## config.mk

```make
export PLATFORM = sky130hd
export DESIGN_NAME = psc_fifo
export DESIGN_NICKNAME = d
export VERILOG_FILES = /design/src/rtl/assert_macros.svh /design/src/rtl/psc_pkg.sv /design/src/rtl/psc_fifo.sv
export SDC_FILE = /design/constraint.sdc
export NUM_CORES = 1
export LEC_CHECK = 0
export BUFFER_PORTS_ARGS = -buffer_cell sky130_fd_sc_hd__buf_2
export CORE_ASPECT_RATIO = 0.8
export CORE_UTILIZATION = 55
export DETAILED_ROUTE_END_ITERATION = 7
export GPL_TIMING_DRIVEN = 1
export PLACE_DENSITY = 0.74
export SLEW_MARGIN = 20
export SYNTH_ARGS = -nofsm -noshare
export SYNTH_HDL_FRONTEND = slang
export SYNTH_SLANG_ARGS = --single-unit
```

## constraint.sdc

```tcl
create_clock -name clk_i -period 3.8 [get_ports clk_i]
set_clock_uncertainty 0.05 [all_clocks]
set_input_delay 0.19 -clock clk_i [delete_from_list [all_inputs] [get_ports clk_i]]
set_output_delay 0.19 -clock clk_i [all_outputs]
set_load 0.03 [all_outputs]
```

## src/rtl/assert_macros.svh

```systemverilog
// assertion macros shared by the compensation block
// no dependencies; taken in by the files that assert
`ifndef ASSERT_MACROS_SVH
`define ASSERT_MACROS_SVH

// property checked at every rising clock edge outside reset
`define PSC_ASSERT(label, clk, rst_n, prop, msg) \
  label: assert property (@(posedge clk) disable iff (!rst_n) prop) else $error(msg);

// condition that must never hold outside reset
`define PSC_ASSERT_NEVER(label, clk, rst_n, cond, msg) \
  `PSC_ASSERT(label, clk, rst_n, !(cond), msg)

`endif

```

## src/rtl/psc_pkg.sv

```systemverilog
// types and constants of the pressure sensor compensation block
// no dependencies; used by every module of the block
package psc_pkg;

  localparam int QDepth  = 4;
  localparam int QPtrW   = 2;
  localparam int DivW    = 64;
  localparam int DivRemW = 32;

  localparam logic signed [32:0] PressTfOfs = 33'sd128000;
  localparam logic [20:0]        PressBase  = 21'd1048576;
  localparam logic signed [63:0] PressScale = 64'sd3125;
  localparam logic signed [63:0] PressBias  = 64'sd140737488355328;
  localparam logic signed [31:0] HumTfOfs   = 32'sd76800;
  localparam logic signed [31:0] HumRndU    = 32'sd16384;
  localparam logic signed [31:0] HumOfsG    = 32'sd32768;
  localparam logic signed [31:0] HumOfsG2   = 32'sd2097152;
  localparam logic signed [31:0] HumRndG    = 32'sd8192;
  localparam logic signed [31:0] HumMax     = 32'sd419430400;

  typedef enum logic [2:0] {
    CFG_TEMP    = 3'd0,
    CFG_PRESS_A = 3'd1,
    CFG_PRESS_B = 3'd2,
    CFG_PRESS_C = 3'd3,
    CFG_HUM_A   = 3'd4,
    CFG_HUM_B   = 3'd5
  } psc_cfg_idx_e;

  typedef struct packed {
    logic        [15:0] t1;
    logic signed [15:0] t2;
    logic signed [15:0] t3;
    logic        [15:0] p1;
    logic signed [15:0] p2;
    logic signed [15:0] p3;
    logic signed [15:0] p4;
    logic signed [15:0] p5;
    logic signed [15:0] p6;
    logic signed [15:0] p7;
    logic signed [15:0] p8;
    logic signed [15:0] p9;
    logic        [7:0]  h1;
    logic        [7:0]  h3;
    logic signed [7:0]  h6;
    logic signed [15:0] h2;
    logic signed [15:0] h4;
    logic signed [15:0] h5;
  } psc_coef_t;

  // classified sample as it waits in the queue
  typedef struct packed {
    logic signed [17:0] d1;
    logic signed [16:0] d2;
    logic        [19:0] adc_p;
    logic        [15:0] adc_h;
  } psc_item_t;

  // side data that rides along the divider
  typedef struct packed {
    logic signed [31:0] temp;
    logic signed [16:0] hu;
    logic signed [17:0] hg;
    logic               bad;
  } psc_tag_t;

endpackage

```

## src/rtl/psc_fifo.sv

```systemverilog
// short queue of classified samples between front and back
// depends on psc_pkg
module psc_fifo import psc_pkg::*; (
  input  logic      clk_i,
  input  logic      rst_ni,
  input  logic      push_i,
  input  psc_item_t wdata_i,
  input  logic      pop_i,
  output psc_item_t rdata_o,
  output logic      full_o,
  output logic      empty_o
);

  psc_item_t        mem_q [QDepth];
  logic [QPtrW-1:0] wr_ptr_q, rd_ptr_q;
  logic [QPtrW:0]   cnt_q;

  assign full_o  = (cnt_q == (QPtrW+1)'(QDepth));
  assign empty_o = (cnt_q == '0);
  assign rdata_o = mem_q[rd_ptr_q];

  always_ff @(posedge clk_i or negedge rst_ni) begin
    if (!rst_ni) begin
      wr_ptr_q <= '0;
      rd_ptr_q <= '0;
      cnt_q    <= '0;
    end else begin
      if (push_i) wr_ptr_q <= wr_ptr_q + 1'b1;
      if (pop_i)  rd_ptr_q <= rd_ptr_q + 1'b1;
      if (push_i && !pop_i) begin
        cnt_q <= cnt_q + 1'b1;
      end else if (pop_i && !push_i) begin
        cnt_q <= cnt_q - 1'b1;
      end
    end
  end

  always_ff @(posedge clk_i) begin
    if (push_i) mem_q[wr_ptr_q] <= wdata_i;
  end

endmodule

```

# [Yosys cells after proc, flatten, opt, wreduce, memory -nomap -nowiden]
# Memory sizes are Yosys's and may differ from the RTL's.
# Cells that the tools add are included.
[classes] n_shift=0 reduce_logical=6 div_mod_pow=0 n_mux=4 mul=0 n_eq_ne=1 add_sub_neg=4 bitwise=0 n_lt_le_gt_ge=0
[ops] cell="$mux 3" n=2
[ops] cell="$add 2x1->2 const B" n=2
[ops] cell="$add 3x1->3 const B" n=1
[ops] cell="$eq 3x3->1 const B" n=1
[ops] cell="$logic_not 3->1" n=1
[ops] cell="$sub 3x1->3 const B" n=1
[ops] cell="$logic_and 1x1->1" n=2
[ops] cell="$logic_not 1->1" n=2
[ops] cell="$mux 1" n=2
[ops] cell="$reduce_bool 2->1" n=1
[totals] ram_bits=284 memories=1 wordCells=19 ff_bits=7 mem_bits_ro=0 latchBits=0
[mem_list] name="mem_q" words=4 word_bits=71 read_ports=1 rd_clocked_by_memory_dff=0 write_ports=1 line="psc_fifo.sv:14" rtl="psc_item_t mem_q [QDepth];"

# [Depth between registers and ports, before layout]
[logic_depth] ltp_word=4 depth_mapped=7 depth_no_buf=7

# [Least setup slack after synthesis]
# No wires, ideal clock.
[synth_timing] path_kind="reg-to-reg" start="reg wr_ptr_q[0]" end="mem mem_q[2][0] (netlist name) (enable)" required_time_ns=3.313 path_buffers=0 arrival_time_ns=2.277 stages_incl_launch_ff=4 slack_ns=1.036 cell_sequence="dfrtp_1 inv_1 ha_1 and2_1"
[synth_rtl] item="start, declared" line="psc_fifo.sv:15" rtl="logic [QPtrW-1:0] wr_ptr_q, rd_ptr_q;"
[synth_rtl] item="start signal, assigned" line="psc_fifo.sv:28" rtl="if (push_i) wr_ptr_q <= wr_ptr_q + 1'b1;"
[synth_rtl] item="end, declared" line="psc_fifo.sv:14"
# Straight into the memory's write port.

==> results.md <==
- Filler instances: approximately 1200
- Cell Area, Synth: 10710 µm²
- Setup slack after layout: roughly 1.1 ns
- Max Buffers Root-to-Sink: 3
- Number of gates resized after cts: 0
- Sum Neg Setup Slack: 0 ns
- Vias in the first global route: 5434
- GP Congestion: 0.6966
- H-tree depth: 1
- Final instance area: roughly 13000 µm²
- Max-cap violations: 0
- Run status: complete, no violations
- Switch Pwr: about 3500 µW
- Peak VDD IR: 582.2 µV
- Total power: around 10000 µW
- Final Setup Violations: 0
- Hold Path Sink: rd_ptr_q[0]$_DFFE_PN0P_
- Pins Over Slew Limit: 0
- Worst R2R Start: wr_ptr_q[0]$_DFFE_PN0P_
- Starting density of the core: between 50% and 60%
- DRT antenna net count: 0
- Unrepaired setup endpoints after global routing: false
- Cells after Synth: about 410
- Hold WC Path Type: in2reg
- Worst reg2reg path depth: 3
- Power density cells: 788.3 nW/µm²
- Clock root buffer: clkbuf_16
- Vias post-DR: around 5000
- Synthesis-to-layout area growth: 23.84%
- GRT overflow: 0
- CTS tree: built
- Combinational share of power: 32.2%
- 1st-pass router iterations: 4
- Seq/Total Area, Yosys: 81.24%
- Total GRT Usage: between 10% and 20%
- Synth unique cells: 19
- Final hold viol count: 0
- Total CTS buffers: 28
- CP Max Fanout: 58
- Detailed-route DRC error count: 0
- Synth Register Bits: approximately 290
- Routed WL: roughly 19000 µm
- Area of the core: 19030 µm²
- Worst path max stage delay: approximately 0.63 ns
- Die width: about 160 µm
- CP cell instances: buf_12 -> mux4_2 -> buf_2
- Initial antenna violation count: 1
- Cell with the largest stage delay on the worst path: dfrtp_4
- Slew @ Worst Pin: between 1 and 1.5 ns
- Fmax: 369.4 MHz
- Reg2reg end: mem_q[2][11]$_DFFE_PP_
- Die height: around 130 µm
- Area after DPL: 11620 µm²
- Number of clock sinks: just under 300
- Placement Setup Slack: between 1.5 and 2 ns
- Worst setup EP type: primary output
- Wirelength per Cell: around 20 µm
- Final net count: approximately 730
- Area of the multi-input gates: 1813 µm²
- Syn Nets: around 490
- Hold Path Stages: 3
- Final cell count without fillers: 922
- Sw Ratio: about 33%
- Clk pwr share: roughly 24%
- Ports: 148
- First-pass GRT wire length: around 28000 µm
- Crit path time final: roughly 2.7 ns
- Headroom to the max-slew limit: about 28%
- Reg area: around 8700 µm²
- Critical setup path kind: reg2out
- Share of the synthesized area in the top cell type: about four fifths
- Hold Crit Start: pop_i
- Worst EP arrival: approximately 2.5 ns
- Largest area contributor in the netlist: edfxtp_1
- Clk slew on worst S/H paths: around 0.060 ns
- Synth area leaders: edfxtp_1 (80%), mux4_2 (15%), dfrtp_1 (1.6%), buf_12 (1.3%), ha_1 (0.58%)
- Mean Syn Cell Area: ~26 µm²
- Int Pwr: 6978 µW
- Share of cells above drive strength 1: 39.97%
- R2R setup slack: between 1.5 and 2 ns
- Synthesis Warnings: 0
- Flop pwr share: 43.7%
- Worst-skew pair later-pin latency: roughly 0.52 ns
- Final period util: 71.24%
- # rows: 45
- Iteration-0 DRC Markers: approximately 380
- Largest net degree at the start of global routing: 73
- Buffers on Ports: approximately 150
- Die ar.: ~20000 µm²
- Type of origin of the critical path: flop
- Lkg Pwr: 0.004607 µW
- Worst EP required: 3.56 ns
- Via/cell ratio: around 5.4
- # placed instances: around 800
-- layout make-up --
class,instances,area share [%]
flip-flops and latches,291,65.66
multi-input cells,94,13.67
repair buffers,225,11.77
clock buffers,36,5.668
well taps,258,2.433
clock inverters,13,0.6696
inverters,4,0.1132
diodes,1,0.01886
-- cell usage after synthesis --
master	number
buf_6	1
xnor2_1	2
buf_12	7
fa_1	1
mux4_1	1
ha_1	5
buf_2	8
nand2_1	2
nor3b_1	1
o21ai_0	1
nor2_1	1
mux2_2	1
edfxtp_1	284
nor3_1	1
inv_1	4
dfrtp_1	7
mux4_2	70
xor2_1	4
and2_1	4
-- worst max path at each step --
stage                       startpoint                    end  slack [ns]  depth (start not counted)
6_report       rd_ptr_q[0]$_DFFE_PN0P_            rdata_o[63]        1.09                          3
5_1_grt        rd_ptr_q[0]$_DFFE_PN0P_            rdata_o[63]        0.96                          3
4_1_cts        rd_ptr_q[0]$_DFFE_PN0P_            rdata_o[65]        1.05                          3
3_5_place_dp   rd_ptr_q[0]$_DFFE_PN0P_            rdata_o[65]        1.61                          3
3_3_place_gp   rd_ptr_q[0]$_DFFE_PN0P_            rdata_o[63]        1.62                          3
2_1_floorplan  wr_ptr_q[0]$_DFFE_PN0P_  mem_q[2][0]$_DFFE_PP_        1.04                          3
-- critical path, delay by kind of cell (launching register included) --
| kind | cells | cell delay [ns] |
|---|---|---|
| buffers and inverters | 2 | 0.62 |
| muxes | 1 | 0.61 |
| DFF | 1 | 0.63 |
-- layout by cell type, fill, tap and decap left out, types with 4 or more instances in the layout --
cell and n:
and2_4 4, clkbuf_16 29, inv_1 4, edfxtp_1 284, ha_1 5, mux4_2 70, xor2_1 4, clkinv_2 7
clkinv_1 4, dfrtp_1 5, clkbuf_1 7, dlygate4sd3_1 75, buf_2 147
-- per-layer routing --
metal,GRT usage (%),up-vias,share of wire [%]
met5,0,-,0
met4,4.186,0,1.4
met3,5.501,22,8.3
met2,31.51,193,49
met1,25.33,2534,42
li1,-,2218,-
-- sequential cells by signal, summed over array words and instances (netlist names) --
name	flops
cnt_q	3
mem_q	284
rd_ptr_q	2
wr_ptr_q	2
-- power by group through the flow --
stage	combinational (µW)	clock, µW	sequential [µW]
2_1_floorplan	2780	0	4390
3_3_place_gp	3290	0	4600
3_5_place_dp	3300	0	4660
4_1_cts	3380	2580	4590
5_1_grt	3580	2710	4630
6_report	3360	2530	4570
-- logic make-up after synthesis --
logic type	after synthesis	share of synthesized area, %
xor gates and xnor gates	6	0.4905
muxes	72	15.07
buffers and inverters	20	1.927
and+or+nand+nor	9	0.4554
DFF	291	81.24
AOI/OAI and AO/OA	1	0.04667
adders and majority gates	6	0.7709
-- through the flow --
stage | utilization (%) | hold WS [ns]
final | 69.71 | 0.3651
after global routing | 69.71 | 0.3627
after CTS | 69.41 | 0.3417
after detailed placement | 61.05 | -0.02112
after global placement | 61.05 | -0.02609
after floorplan | - | -0.1556
-- repair_timing --
item	CTS	global route
endpoints found under the hold margin	295	0
setup buffers	0	0
hold buffers	75	0
(Power assumes the default switching activity.)
