<file path="src/rtl/assert_macros.svh">
// assertion macros shared by the compensation block
// no dependencies; taken in by the files that assert
`ifndef ASSERT_MACROS_SVH
`define ASSERT_MACROS_SVH

// property checked at every rising clock edge outside reset
`define PSC_ASSERT(label, clk, rst_n, prop, msg) \
  label: assert property (@(posedge clk) disable iff (!rst_n) prop) else $error(msg);

// condition that must never hold outside reset
`define PSC_ASSERT_NEVER(label, clk, rst_n, cond, msg) \
  `PSC_ASSERT(label, clk, rst_n, !(cond), msg)

`endif

</file>
<file path="src/rtl/psc_pkg.sv">
// types and constants of the pressure sensor compensation block
// no dependencies; used by every module of the block
package psc_pkg;

  localparam int QDepth  = 4;
  localparam int QPtrW   = 2;
  localparam int DivW    = 64;
  localparam int DivRemW = 32;

  localparam logic signed [32:0] PressTfOfs = 33'sd128000;
  localparam logic [20:0]        PressBase  = 21'd1048576;
  localparam logic signed [63:0] PressScale = 64'sd3125;
  localparam logic signed [63:0] PressBias  = 64'sd140737488355328;
  localparam logic signed [31:0] HumTfOfs   = 32'sd76800;
  localparam logic signed [31:0] HumRndU    = 32'sd16384;
  localparam logic signed [31:0] HumOfsG    = 32'sd32768;
  localparam logic signed [31:0] HumOfsG2   = 32'sd2097152;
  localparam logic signed [31:0] HumRndG    = 32'sd8192;
  localparam logic signed [31:0] HumMax     = 32'sd419430400;

  typedef enum logic [2:0] {
    CFG_TEMP    = 3'd0,
    CFG_PRESS_A = 3'd1,
    CFG_PRESS_B = 3'd2,
    CFG_PRESS_C = 3'd3,
    CFG_HUM_A   = 3'd4,
    CFG_HUM_B   = 3'd5
  } psc_cfg_idx_e;

  typedef struct packed {
    logic        [15:0] t1;
    logic signed [15:0] t2;
    logic signed [15:0] t3;
    logic        [15:0] p1;
    logic signed [15:0] p2;
    logic signed [15:0] p3;
    logic signed [15:0] p4;
    logic signed [15:0] p5;
    logic signed [15:0] p6;
    logic signed [15:0] p7;
    logic signed [15:0] p8;
    logic signed [15:0] p9;
    logic        [7:0]  h1;
    logic        [7:0]  h3;
    logic signed [7:0]  h6;
    logic signed [15:0] h2;
    logic signed [15:0] h4;
    logic signed [15:0] h5;
  } psc_coef_t;

  // classified sample as it waits in the queue
  typedef struct packed {
    logic signed [17:0] d1;
    logic signed [16:0] d2;
    logic        [19:0] adc_p;
    logic        [15:0] adc_h;
  } psc_item_t;

  // side data that rides along the divider
  typedef struct packed {
    logic signed [31:0] temp;
    logic signed [16:0] hu;
    logic signed [17:0] hg;
    logic               bad;
  } psc_tag_t;

endpackage

</file>
<file path="src/rtl/psc_if.sv">
// valid/ready channels of the compensation block
// no dependencies
interface psc_in_if;
  logic        valid;
  logic        ready;
  logic [19:0] raw_temperature;
  logic [19:0] raw_pressure;
  logic [15:0] raw_humidity;

  modport source (output valid, raw_temperature, raw_pressure, raw_humidity, input ready);
  modport sink (input valid, raw_temperature, raw_pressure, raw_humidity, output ready);
endinterface


</file>
<file path="src/rtl/psc_front.sv">
// front end: takes raw samples and forms the temperature differences
// depends on psc_pkg and psc_in_if
module psc_front import psc_pkg::*; (
  input  logic        clk_i,
  input  logic        rst_ni,
  psc_in_if.sink      in_i,
  input  logic [15:0] t1_i,
  input  logic        q_full_i,
  output logic        q_push_o,
  output psc_item_t   q_item_o
);

  logic      vld_q;
  psc_item_t item_q;
  logic      take;

  assign in_i.ready = !vld_q || !q_full_i;
  assign take       = in_i.valid && in_i.ready;
  assign q_push_o   = vld_q && !q_full_i;
  assign q_item_o   = item_q;

  always_ff @(posedge clk_i or negedge rst_ni) begin
    if (!rst_ni) begin
      vld_q <= 1'b0;
    end else if (take) begin
      vld_q <= 1'b1;
    end else if (q_push_o) begin
      vld_q <= 1'b0;
    end
  end

  always_ff @(posedge clk_i) begin
    if (take) begin
      item_q.d1    <= $signed({1'b0, in_i.raw_temperature[19:3]}) - $signed({1'b0, t1_i, 1'b0});
      item_q.d2    <= $signed({1'b0, in_i.raw_temperature[19:4]}) - $signed({1'b0, t1_i});
      item_q.adc_p <= in_i.raw_pressure;
      item_q.adc_h <= in_i.raw_humidity;
    end
  end

endmodule

</file>
<file path="src/flat_wrapper.sv">
// flat-port wrapper written by rule: the top's interface ports become plain ports
module psc_front_flat import psc_pkg::*;
  (clk_i, rst_ni, t1_i, q_full_i, q_push_o, q_item_o, in_i_valid, in_i_raw_temperature, in_i_raw_pressure, in_i_raw_humidity, in_i_ready);
  psc_in_if in_i_i ();
  input  logic clk_i;
  input  logic rst_ni;
  input  logic [15:0] t1_i;
  input  logic q_full_i;
  output logic q_push_o;
  output psc_item_t q_item_o;
  input wire logic [$bits(in_i_i.valid)-1:0] in_i_valid;
  input wire logic [$bits(in_i_i.raw_temperature)-1:0] in_i_raw_temperature;
  input wire logic [$bits(in_i_i.raw_pressure)-1:0] in_i_raw_pressure;
  input wire logic [$bits(in_i_i.raw_humidity)-1:0] in_i_raw_humidity;
  output wire logic [$bits(in_i_i.ready)-1:0] in_i_ready;
  assign in_i_i.valid = in_i_valid;
  assign in_i_i.raw_temperature = in_i_raw_temperature;
  assign in_i_i.raw_pressure = in_i_raw_pressure;
  assign in_i_i.raw_humidity = in_i_raw_humidity;
  assign in_i_ready = in_i_i.ready;
  psc_front u_core (.clk_i(clk_i), .rst_ni(rst_ni), .in_i(in_i_i), .t1_i(t1_i), .q_full_i(q_full_i), .q_push_o(q_push_o), .q_item_o(q_item_o));
endmodule
</file>
<file path="config.mk">
export PLATFORM = sky130hd
export DESIGN_NAME = psc_front_flat
export DESIGN_NICKNAME = d
export VERILOG_FILES = /design/src/rtl/assert_macros.svh /design/src/rtl/psc_pkg.sv /design/src/rtl/psc_if.sv /design/src/rtl/psc_front.sv /design/src/flat_wrapper.sv
export SDC_FILE = /design/constraint.sdc
export NUM_CORES = 1
export LEC_CHECK = 0
export BUFFER_PORTS_ARGS = -buffer_cell sky130_fd_sc_hd__buf_2
export CORE_ASPECT_RATIO = 1.5
export CORE_MARGIN = 2
export CORE_UTILIZATION = 40
export CTS_CLUSTER_SIZE = 10
export DETAILED_ROUTE_END_ITERATION = 16
export PLACE_DENSITY_LB_ADDON = 0.1
export SYNTH_ARGS = -nofsm -noshare
export SYNTH_HDL_FRONTEND = slang
export SYNTH_SLANG_ARGS = --single-unit
</file>
<file path="constraint.sdc">
create_clock -name clk_i -period 2.3 [get_ports clk_i]
set_input_delay 0.23 -clock clk_i [delete_from_list [all_inputs] [get_ports clk_i]]
set_output_delay 0.23 -clock clk_i [all_outputs]
set_load 0.01 [all_outputs]
</file>
Word level (Yosys, flattened, before mapping)
Cells that the tools add are included.
Widths: inputs -> output; s select.
{"block": "totals", "inputBits": 76, "out_inout_bits": 73, "regBits": 72}
{"block": "classes", "reduce_logical": 6, "n_addsub": 2, "mux": 2}
{"operator": "$sub 17x17->18", "n": 1}
{"operator": "$sub 16x16->17", "n": 1}
{"operator": "$logic_and 1x1->1", "n": 2}
{"operator": "$logic_not 1->1", "n": 2}
{"operator": "$mux 1", "n": 2}
{"operator": "$reduce_bool 2->1", "n": 1}
{"operator": "$logic_or 1x1->1", "n": 1}

Longest topological paths before layout
{"block": "logic_depth", "depth_word": 4, "mapped_depth": 8}

Worst setup path before layout
OpenSTA, ideal clock, no wires.
{"block": "synth_timing", "path_kind": "flip-flop to flip-flop", "start": "register u_core.vld_q", "end": "register u_core.item_q, in the netlist u_core.q_item_o[0] (enable)", "stages_incl_launch_ff": 3, "setup_slack_ns": 0.072, "t_arrival_ns": 1.811, "period_less_slack_ns": 2.228, "path_buffers": 0, "setup_ns": 0.417, "path_cell_list": "dfrtp_1 > nand2_1 > and2_1"}
{"block": "synth_via", "elab_chain_cells": 3}
{"item": "start: declaration", "line": "psc_front.sv:13", "text": "logic vld_q;"}
{"item": "start signal: assignment", "line": "psc_front.sv:24", "text": "vld_q <= 1'b0;"}
{"item": "start signal: assignment", "line": "psc_front.sv:26", "text": "vld_q <= 1'b1;"}
{"item": "start signal: assignment", "line": "psc_front.sv:28", "text": "vld_q <= 1'b0;"}
{"item": "$logic_not 1->1", "line": "psc_front.sv:17", "text": "assign in_i.ready = !vld_q || !q_full_i;"}
{"item": "$logic_or 1x1->1", "line": "psc_front.sv:17"}
{"item": "named net in_i_ready", "line": "flat_wrapper.sv:15", "text": "output wire logic [$bits(in_i_i.ready)-1:0] in_i_ready;"}
{"item": "$logic_and 1x1->1", "line": "psc_front.sv:18", "text": "assign take = in_i.valid && in_i.ready;"}
{"item": "named net u_core.take", "line": "psc_front.sv:15", "text": "logic take;"}
{"item": "end: declaration", "line": "psc_front.sv:14", "text": "psc_item_t item_q;"}
The timed path passes the listed nets, and every way through them passes these cells.
A chain may end at the register's enable or synchronous reset.

Worst setup path after layout
{"block": "layout_timing", "start": "input port in_i_raw_temperature[4]", "end": "register u_core.item_q, in the netlist u_core.q_item_o[50] (data pin)"}
{"block": "layout_via", "elab_chain_cells": 1}
{"item": "start: declaration", "line": "flat_wrapper.sv:12", "text": "input wire logic [$bits(in_i_i.raw_temperature)-1:0] in_i_raw_temperature;"}
{"item": "$sub 16x16->17", "line": "psc_front.sv:35", "text": "item_q.d2 <= $signed({1'b0, in_i.raw_temperature[19:4]}) - $signed({1'b0, t1_i});"}
No other way between the ends.

==> reports/metrics.yaml <==
die-area_um2: 7545
yosys.area_share.simple_pct: 7.257
yosysTopAreaCell: "edfxtp_1"
synth_area_leaders: "edfxtp_1, ha_1, buf_4"
clockRootBuffer: "clkbuf_8"
path_buf_inv: 2
status: "completed"
syn_area_per_cell_um2: 12.63
dp_hpwl_um: 4817
design_area_um2: 3545
first_global_vias: 1927
dieWidth_um: 71.60
grt_first_pass_wirelength_um: 8907
crit_chain: "buf_2, inv_1, ha_1, fa_1, nor2b_4, o31a_4, o311ai_4, o2111a_1, a211o_1"
cts_buffers: 5
yosysMostFrequentCell: "edfxtp_1"
start_kind: "input pin"
synthMuxAreaShare_pct: 0.3651
clkTransAtPathRegs_ns: 0.09
final_hold_viol_count: 0
gr-total-overflow: 0
critPathSlowestCell: "fa_1"
synth_compound_area_share_pct: 12.78
synth_cells: 217
drt_iter0_drc: 94
maxCapViolations: 0
max-vdd-ir-drop_mv: 0.2407
cp_top_family: "compound AO/OA/AOI/OAI gates"
nNetsFinal: 446
vias: 2086
async_flop_share_pct: 1.818
drive_gt1_share_pct: 46.05
syn2layout_area_growth_pct: 29.30
tightest_slew_ns: 0.4051
leakage_nw: 1.640
cts.sinks: 55
firstDrtPassIters: 4
synth_adder_area_share_pct: 8.033
syn_area_um2: 2741
cp-end-kind: "register"
pre_cts_ws_ns: 0.1084
start_util_pct: 40.56
relSlewSlack_pct: 72.99
min_path_type: "in -> reg"
ys_seq_area_share_pct: 60.06
vias_per_cell: 4.829
setup_viol: 0
tns_ns: 0
antenna_found_initial: 0
power.total_mw: 2.216
place_congestion: 0.8470
period_share_pct: 82.04
wl_per_cell_um: 13.49
layout_min_cycle_time_ns: 1.887
synth_edf_count: 54
die_h_um: 105.4
powerDensity_nw_per_um2: 625.1
skew_ns: 0.005865
required_ns: 2.35
ios: 149
critPathKind: "in -> reg"
cpPeakStageDelay_ns: 0.45
synthXorXnorAreaFrac_pct: 2.875
io_buffers: 145
netlist_top_cells_count: "edfxtp_1, inv_1, buf_4, a21oi_1, ha_1"
grt_setup_unrepaired: "no"
drt-total-wl_um: 5828
clk_path_buf_depth: 2
cts_resized: 0
fillers: 626
cts.htree.levels: 2
num_rows: 37
track_usage_pct: 15.16
cts_tree: "yes"
worstPathArrival_ns: 1.93
clk_latency_ns: 0.30
setup_slack_ns: 0.4131
slew_viol_final: 0
fin_util_pct: 52.44
synthFlopType: "edfxtp_1"
ys_types: 41
critPathMaxFanout: 4
fmax_mhz: 530.0
core_region_area_um2: 6759
diodes: 0
grt_max_degree: 34
remaining_drc_errors: 0
synth_top_area_share_pct: 59.15
placedInstanceArea_um2: 3450
ys_ff_latch: 55
drtAntennaViolNets: 0
yosys_warnings: 0
synth_top_family_by_area: "compound AO/OA/AOI/OAI gates"
syn_nets: 310
[cell usage in the layout (no fill, tap or decap), types with 2 or more instances in the layout]
cell type | netlist | final
xor2_1 | 6 | 6
edfxtp_1 | 54 | 54
a21boi_0 | 3 | 3
nand2_1 | 12 | 12
buf_2 | 3 | 145
a31oi_1 | 2 | 2
nor2_1 | 10 | 10
buf_4 | 17 | 4
o21a_1 | 3 | 3
xnor2_1 | 3 | 3
nor3_1 | 3 | 3
a21oi_1 | 16 | 16
clkbuf_8 | 0 | 5
o31ai_1 | 2 | 2
nor2b_1 | 4 | 4
inv_1 | 24 | 24
ha_1 | 16 | 16
o21ai_0 | 8 | 8
o22ai_1 | 2 | 2
and3_1 | 2 | 2
nand3_1 | 5 | 5
[area by class of cell]
type / instances / area [µm²] / share of cell area (%)
well taps: 78 / 97.59 / 2.753
multi-input cells: 117 / 859.6 / 24.25
clock buffers: 6 / 72.57 / 2.047
clock inverters: 2 / 12.51 / 0.3530
inverters: 24 / 90.09 / 2.541
flip-flops and latches: 55 / 1647 / 46.45
repair buffers: 150 / 765.7 / 21.60
[repair_timing]
action                     4_1_cts  5_1_grt
setup endpoints to repair        0        0
buffers inserted                 0        0
hold buffers                     1        0
hold endpoints to repair         1        0
[flip-flops by register name, summed over array words and instances (netlist names)]
register	flops
u_core.q_item_o	54
u_core.vld_q	1
[logic make-up (layout without fill, tap and decap cells)]
kind of cell,count (synthesis),after routing
compound gates,49,49
xor+xnor,9,9
fa+ha+maj,17,17
simple gates,41,41
buf+inv,45,182
flops,55,55
mux,1,1
[through the flow]
step | cells | hold slack (ns)
floorplan | 217 | -0.06559
global placement | 423 | 0.007091
detailed placement | 423 | 0.005705
CTS | 432 | 0.08833
global route | 432 | 0.08011
finish | 432 | 0.1022
[final timing paths]
kind / start / end / slack [ns] / cells after the start
min reg2reg: u_core.vld_q / u_core.vld_q / 0.52 / 2
max reg2reg: u_core.vld_q / u_core.q_item_o[53] / 0.95 / 3
max in group asynchronous: rst_ni / u_core.vld_q / 1.98 / 2
min in group asynchronous: rst_ni / u_core.vld_q / 0.24 / 2
min: in_i_raw_humidity[0] / u_core.q_item_o[0] / 0.10 / 1
max: in_i_raw_temperature[4] / u_core.q_item_o[50] / 0.41 / 9
[metal layers]
| layer | up-vias | GRT usage (%) | routed length, µm |
|---|---|---|---|
| met1 | 943 | 16.72 | 2237 |
| met3 | 8 | 3.059 | 477 |
| met5 | - | 0 | 0 |
| met4 | 0 | 7.008 | 138 |
| met2 | 99 | 27.25 | 2974 |
| li1 | 1036 | - | - |
[power breakdown]
group	internal [mW]	switching (mW)	total, mW
clock network	0.213	0.278	0.491
logic	0.224	0.278	0.502
registers	1.20	0.0262	1.22
Power figures use the tool's default switching activity.
